<file path="src/sv/u8u2_pkg.sv">
// shared constants and types for the utf-8 to ucs-2 decoder
`timescale 1ns / 1ps

package u8u2_pkg;

  // stop status codes carried with each result
  typedef enum logic [1:0] {
    STOP_NONE      = 2'd0,
    STOP_ABOVE_BMP = 2'd1,
    STOP_SURROGATE = 2'd2
  } stop_t;

  // lead byte payload masks
  localparam logic [7:0] LEAD2_MASK = 8'h1F;
  localparam logic [7:0] LEAD3_MASK = 8'h0F;
  localparam logic [7:0] LEAD4_MASK = 8'h07;
  localparam logic [7:0] CONT_MASK  = 8'h3F;

  localparam logic [15:0] REPLACEMENT_CHAR = 16'hFFFD;
  localparam logic [20:0] BMP_MAX          = 21'h00FFFF;
  localparam logic [20:0] SURROGATE_LO     = 21'h00D800;
  localparam logic [20:0] SURROGATE_HI     = 21'h00DFFF;

  // one decoded result as held in the output register
  typedef struct packed {
    logic [15:0] code_unit;
    logic        unit_valid;
    stop_t       stop_status;
    logic        out_last;
  } result_t;

endpackage

</file>
<file path="src/sv/utf8_to_ucs2_decoder.sv">
// utf-8 to ucs-2 decoder: byte stream in, code unit stream out
// an accepted byte passes through the input register and then the output register before its result shows on m_tvalid
// throughput: one byte per cycle while m_tready does not stall the output; bytes inside a sequence give no result
// the decode path is one pass from the input register to the output register
// reset (rst, synchronous, active high) empties both registers and clears
// the pending count, the code point accumulator and the sticky stop status
`timescale 1ns / 1ps

module utf8_to_ucs2_decoder (
  input  logic        clk,
  input  logic        rst,
  // slave side: raw utf-8 bytes
  input  logic        s_tvalid,
  output logic        s_tready,
  input  logic [7:0]  s_tdata,   // [7:0] in_byte
  input  logic        s_tlast,   // in_last
  // master side: decoded code units
  output logic        m_tvalid,
  input  logic        m_tready,
  output logic [15:0] m_tdata,   // [15:0] code_unit
  output logic [2:0]  m_tuser,   // [0] unit_valid, [2:1] stop_status
  output logic        m_tlast    // out_last
);

  // input register
  logic       in_valid;
  logic [7:0] in_byte;
  logic       in_last;

  // decoder state
  logic [1:0]          bytes_pending, bytes_pending_next;
  logic [20:0]         point_accum, point_accum_next;
  u8u2_pkg::stop_t     halt_code, halt_code_next;

  // output register
  logic                out_valid;
  u8u2_pkg::result_t   result, result_next;

  // combinational decode signals
  logic        out_free;
  logic        step;
  logic        emit;
  logic        done;
  logic [1:0]  pend_merge;
  logic [20:0] acc_merge;
  logic [20:0] code_point;

  // the output register can take a new result when empty or being drained
  assign out_free = !out_valid || m_tready;
  // the byte in the input register is decoded when the output can take it
  assign step     = in_valid && out_free;
  assign s_tready = !in_valid || out_free;

  always_comb begin
    pend_merge         = bytes_pending;
    acc_merge          = point_accum;
    code_point         = '0;
    done               = 1'b0;
    emit               = 1'b0;
    result_next        = '0;
    result_next.stop_status = u8u2_pkg::STOP_NONE;
    result_next.out_last    = in_last;
    bytes_pending_next = bytes_pending;
    point_accum_next   = point_accum;
    halt_code_next     = halt_code;

    if (halt_code != u8u2_pkg::STOP_NONE) begin
      // stopped: drop bytes until the final one, which reports the status
      if (in_last) begin
        emit                    = 1'b1;
        result_next.stop_status = halt_code;
        bytes_pending_next      = '0;
        point_accum_next        = '0;
        halt_code_next          = u8u2_pkg::STOP_NONE;
      end
    end else begin
      if (bytes_pending == 2'd0) begin
        // lead byte sets the sequence length
        if (in_byte inside {[8'h00:8'h7F]}) begin
          code_point = {13'd0, in_byte};
          done       = 1'b1;
        end else if (in_byte inside {[8'hC0:8'hDF]}) begin
          acc_merge  = {13'd0, in_byte & u8u2_pkg::LEAD2_MASK};
          pend_merge = 2'd1;
        end else if (in_byte inside {[8'hE0:8'hEF]}) begin
          acc_merge  = {13'd0, in_byte & u8u2_pkg::LEAD3_MASK};
          pend_merge = 2'd2;
        end else if (in_byte inside {[8'hF0:8'hF7]}) begin
          acc_merge  = {13'd0, in_byte & u8u2_pkg::LEAD4_MASK};
          pend_merge = 2'd3;
        end else begin
          // stray continuation or invalid lead
          code_point = {5'd0, u8u2_pkg::REPLACEMENT_CHAR};
          done       = 1'b1;
        end
      end else begin
        // continuation byte: merge its low six bits unchecked
        acc_merge  = {point_accum[14:0], in_byte[5:0] & u8u2_pkg::CONT_MASK[5:0]};
        pend_merge = bytes_pending - 2'd1;
        if (pend_merge == 2'd0) begin
          code_point = acc_merge;
          done       = 1'b1;
        end
      end

      // string ends inside a sequence: missing bytes count as zero
      if (!done && in_last) begin
        case (pend_merge)
          2'd1:    code_point = {acc_merge[14:0], 6'd0};
          2'd2:    code_point = {acc_merge[8:0], 12'd0};
          2'd3:    code_point = {acc_merge[2:0], 18'd0};
          default: code_point = acc_merge;
        endcase
        done = 1'b1;
      end

      if (done) begin
        emit               = 1'b1;
        bytes_pending_next = '0;
        point_accum_next   = '0;
        if (code_point > u8u2_pkg::BMP_MAX) begin
          result_next.stop_status = u8u2_pkg::STOP_ABOVE_BMP;
          halt_code_next          = u8u2_pkg::STOP_ABOVE_BMP;
        end else if (code_point >= u8u2_pkg::SURROGATE_LO &&
                     code_point <= u8u2_pkg::SURROGATE_HI) begin
          result_next.stop_status = u8u2_pkg::STOP_SURROGATE;
          halt_code_next          = u8u2_pkg::STOP_SURROGATE;
        end else begin
          result_next.code_unit  = code_point[15:0];
          result_next.unit_valid = 1'b1;
        end
        // the final byte always leaves a clean state for the next string
        if (in_last) begin
          halt_code_next = u8u2_pkg::STOP_NONE;
        end
      end else begin
        bytes_pending_next = pend_merge;
        point_accum_next   = acc_merge;
      end
    end
  end

  // input register
  always_ff @(posedge clk) begin
    if (rst) begin
      in_valid <= 1'b0;
    end else if (s_tready) begin
      in_valid <= s_tvalid;
    end
  end

  always_ff @(posedge clk) begin
    if (s_tvalid && s_tready) begin
      in_byte <= s_tdata;
      in_last <= s_tlast;
    end
  end

  // decoder state
  always_ff @(posedge clk) begin
    if (rst) begin
      bytes_pending <= '0;
      point_accum   <= '0;
      halt_code     <= u8u2_pkg::STOP_NONE;
    end else if (step) begin
      bytes_pending <= bytes_pending_next;
      point_accum   <= point_accum_next;
      halt_code     <= halt_code_next;
    end
  end

  // output register
  always_ff @(posedge clk) begin
    if (rst) begin
      out_valid <= 1'b0;
    end else if (out_free) begin
      out_valid <= step && emit;
    end
  end

  always_ff @(posedge clk) begin
    if (step && emit) begin
      result <= result_next;
    end
  end

  assign m_tvalid = out_valid;
  assign m_tdata  = result.code_unit;
  assign m_tuser  = {result.stop_status, result.unit_valid};
  assign m_tlast  = result.out_last;

endmodule
</file>
<file path="config.mk">
export PLATFORM = sky130hd
export DESIGN_NAME = utf8_to_ucs2_decoder
export DESIGN_NICKNAME = d
export VERILOG_FILES = /design/src/sv/u8u2_pkg.sv /design/src/sv/utf8_to_ucs2_decoder.sv
export SDC_FILE = /design/constraint.sdc
export NUM_CORES = 1
export LEC_CHECK = 0
export BUFFER_PORTS_ARGS = -buffer_cell sky130_fd_sc_hd__buf_4
export CORE_ASPECT_RATIO = 1.5
export CORE_MARGIN = 5
export CORE_UTILIZATION = 59
export CTS_BUF_LIST = sky130_fd_sc_hd__clkbuf_4
export CTS_CLUSTER_DIAMETER = 40
export CTS_CLUSTER_SIZE = 28
export DETAILED_ROUTE_END_ITERATION = 10
export PLACE_DENSITY_LB_ADDON = 0.15
export SLEW_MARGIN = 20
export SYNTH_ARGS = -nofsm -noshare
export SYNTH_HDL_FRONTEND = slang
export SYNTH_SLANG_ARGS = --single-unit
</file>
<file path="constraint.sdc">
create_clock -name clk -period 2.9 [get_ports clk]
set_input_delay 0.29 -clock clk [delete_from_list [all_inputs] [get_ports clk]]
set_output_delay 0.29 -clock clk [all_outputs]
set_load 0.05 [all_outputs]
</file>
==> metrics <==
Flop pwr share 55.9%; top_reg_cell synth edfxtp_1; first-pass GRT wire length around 10 mm; htree depth 2; ys async rst share 0%; switching share of power between 20% and 30%; DRT Pass-1 Iters 7; gr usage total 22.7%; Reg area 1290 µm²; I/O pin total 35; endpoints failing hold 0; antenna violations before repair 0; GPL Wtd Cong 1.01; Ys Warns 0; Layout Cells excl Fill 338; vias in the first global route 2101; Area Overhead vs Synth 17.9%; Hold Buf Count CTS 0; clock power share a little over a quarter; number of port buffers 34; # rows 29; via count 2197; largest net degree at the start of global routing 24; setup_tns 0 ps; Hold WC Path Type in2reg; Fill cells 345; Int Pwr between 0.001 and 0.0015 W; via density per instance 6.50; Post-synth EDFFs 29; multi-input logic area 1120 µm²; Synth Area per Inst 10.1 µm²; clock buffer count from CTS 5; CTS tree built; Skew-Pair Late Insertion Delay 360 ps; maximum VDD drop 0.447 mV; Post-Syn Area 2530 µm²; Layout Nets between 300 and 400; Comb pwr share between 10% and 20%; Slew @ Worst Pin 747 ps; Tcrit/Tclk final 93.7%; static leakage 1.11 nW; kind of critical path reg2reg; Root Buffer clkbuf_4; Residual DRC 0; post-layout min period 2720 ps; Synthesized Nets 264; Clk pin slew, worst setup/hold paths 130 ps; FF-to-FF setup slack about 180 ps; maximum buffer depth of the clock tree 2; Initial Utilization 60.0%; Slew Viols, Final 0; CTS sink cnt 50; Mapped Cells 251; placed insts 323; Die Ht 90.1 µm; CP required 3010 ps; RSZ-0062 raised after global routing false; CP Capture Type flop; CORE AREA approximately 4200 µm²; worst clock skew 11.8 ps; top fanout value on the critical path 17; fmax 368 MHz; Worst slew margin 50.1%; crit path DAT between 2000 and 3000 ps; DPL Wire Length 4.56 mm; sequential share of the synthesized area 51.1%; final WL 6.34 mm; # diodes 0; per-cell routed wire length ~19 µm; Netlist cell types a little under 60; sw power 0.000380 W; fraction of layout cells with a size suffix above 1 25.7%; grt ovf 0; die area 5720 µm²; startpoint class of the critical path flop; initial drt markers between 100 and 150; Yosys reg bits 50; die width 63.4 µm; PD cells 485 nW/µm²; Post-DRT Antenna Nets 0; Final Setup Violations 0; total of max-cap violations 0; status completed
==> stage by stage <==
step                utilization, %  worst slack (ps)  hold WS [ps]  area, µm²  total power, W
floorplan                        -               428           389       2530        0.000986
global placement              67.3             -87.8           468       2830         0.00106
detailed placement            67.3             -26.4           470       2830         0.00106
CTS                           70.2              96.3          78.6       2950         0.00146
global route                  70.8              25.0          63.0       2980         0.00152
finish                        70.8               183          96.8       2980         0.00145
==> worst paths after layout <==
path,start,to,cells after the start
min,s_tdata[0],in_byte[0],1
max reg2reg,in_byte[7],m_tdata[1],7
min reg2reg,point_accum[11],point_accum[11],2
max,in_byte[7],m_tdata[1],7
==> cell families after synthesis <==
kind of cell           share of synthesized area, %
AO/OA/AOI/OAI                                  24.6
multiplexers                                  0.396
flip-flops                                     51.1
buffers and inverters                          5.05
AND/OR/NAND/NOR                                18.8
==> per-layer routing <==
| layer | vias up | track usage, % | routed length (µm) |
|---|---|---|---|
| met3 | 34 | 4.61 | 538 |
| met1 | 1009 | 29.0 | 2400 |
| li1 | 1036 | - | - |
| met4 | 0 | 9.88 | 299 |
| met2 | 118 | 36.6 | 3100 |
| met5 | - | 0 | 0 |
==> layout make-up <==
class	count	area share [%]
clock inverter	2	1.13
timing repair buffer	53	13.4
inverter	8	1.01
tap	46	1.93
multi-input combinational	173	37.7
sequential	50	43.3
clock buffer	6	1.51
==> flip-flops by register name, indices dropped and copies added, names as in the netlist <==
name and count:
m_tlast 1, in_byte 8, m_tvalid 1, m_tdata 16
bytes_pending 2, in_last 1, in_valid 1, halt_code 2
point_accum 15, m_tuser 3
==> power by group through the flow <==
stage / Sequential [W] / Clock (W) / Combinational, W
after floorplan: 0.000879 / 0 / 0.000106
after global placement: 0.000824 / 0 / 0.000234
after detailed placement: 0.000824 / 0 / 0.000235
after CTS: 0.000808 / 0.000405 / 0.000242
after global routing: 0.000811 / 0.000438 / 0.000267
final: 0.000808 / 0.000390 / 0.000247
==> critical path, cell delays in order, from the launching register on <==
cell,delay [ps]
edfxtp_1,530
nand2_2,200
o41a_1,470
a211oi_2,260
o32ai_1,150
or4b_4,540
nand4b_4,230
nor4b_1,80
==> cells in the mapped netlist (2+ instances only) <==
library cell   n  area, µm²
a211oi_1       6       45.0
a211o_1        2       17.5
clkbuf_1      11       41.3
or3_1          2       12.5
or4_1          2       15.0
a22oi_1       15        113
nand2b_1       5       31.3
edfxtp_1      29        871
nor2_1        44        165
buf_2          4       20.0
buf_4          2       15.0
nand3_1        2       10.0
a31o_2         2       17.5
dfxtp_1       21        420
o22a_1         2       17.5
o31ai_1        3       22.5
clkbuf_2       2       10.0
nand2_1        9       33.8
a2111oi_0      2       17.5
a221oi_1       4       35.0
o21ai_0        5       25.0
inv_1          8       30.0
o211ai_1      10       75.1
nor2b_1        3       18.8
a21o_1         4       30.0
nor3_1         3       15.0
a21oi_1       13       65.1
and2_1         3       18.8
and3_1         3       18.8
==> cells in the final DEF (no fill, tap or decap), types with 3 or more instances in the layout <==
master    netlist  layout
nand2_1         9       8
nor2b_1         3       3
edfxtp_1       29      29
buf_4           2      53
a22oi_1        15      15
clkbuf_4        0       6
dfxtp_1        21      21
o211ai_1       10      10
a211oi_1        6       5
and3_1          3       3
o31ai_1         3       3
nor2_1         44      44
and2_1          3       3
a21o_1          4       4
nor3_1          3       3
a21oi_1        13      13
nand2b_1        5       5
o21ai_0         5       4
a221oi_1        4       4
inv_1           8       8
==> what timing repair did <==
action,in CTS,in global routing
setup endpoints to repair,18,6
gates cloned,0,0
setup buffers,4,3
gates resized for setup,2,3
No activity file was read; power rests on OpenSTA's default activity.
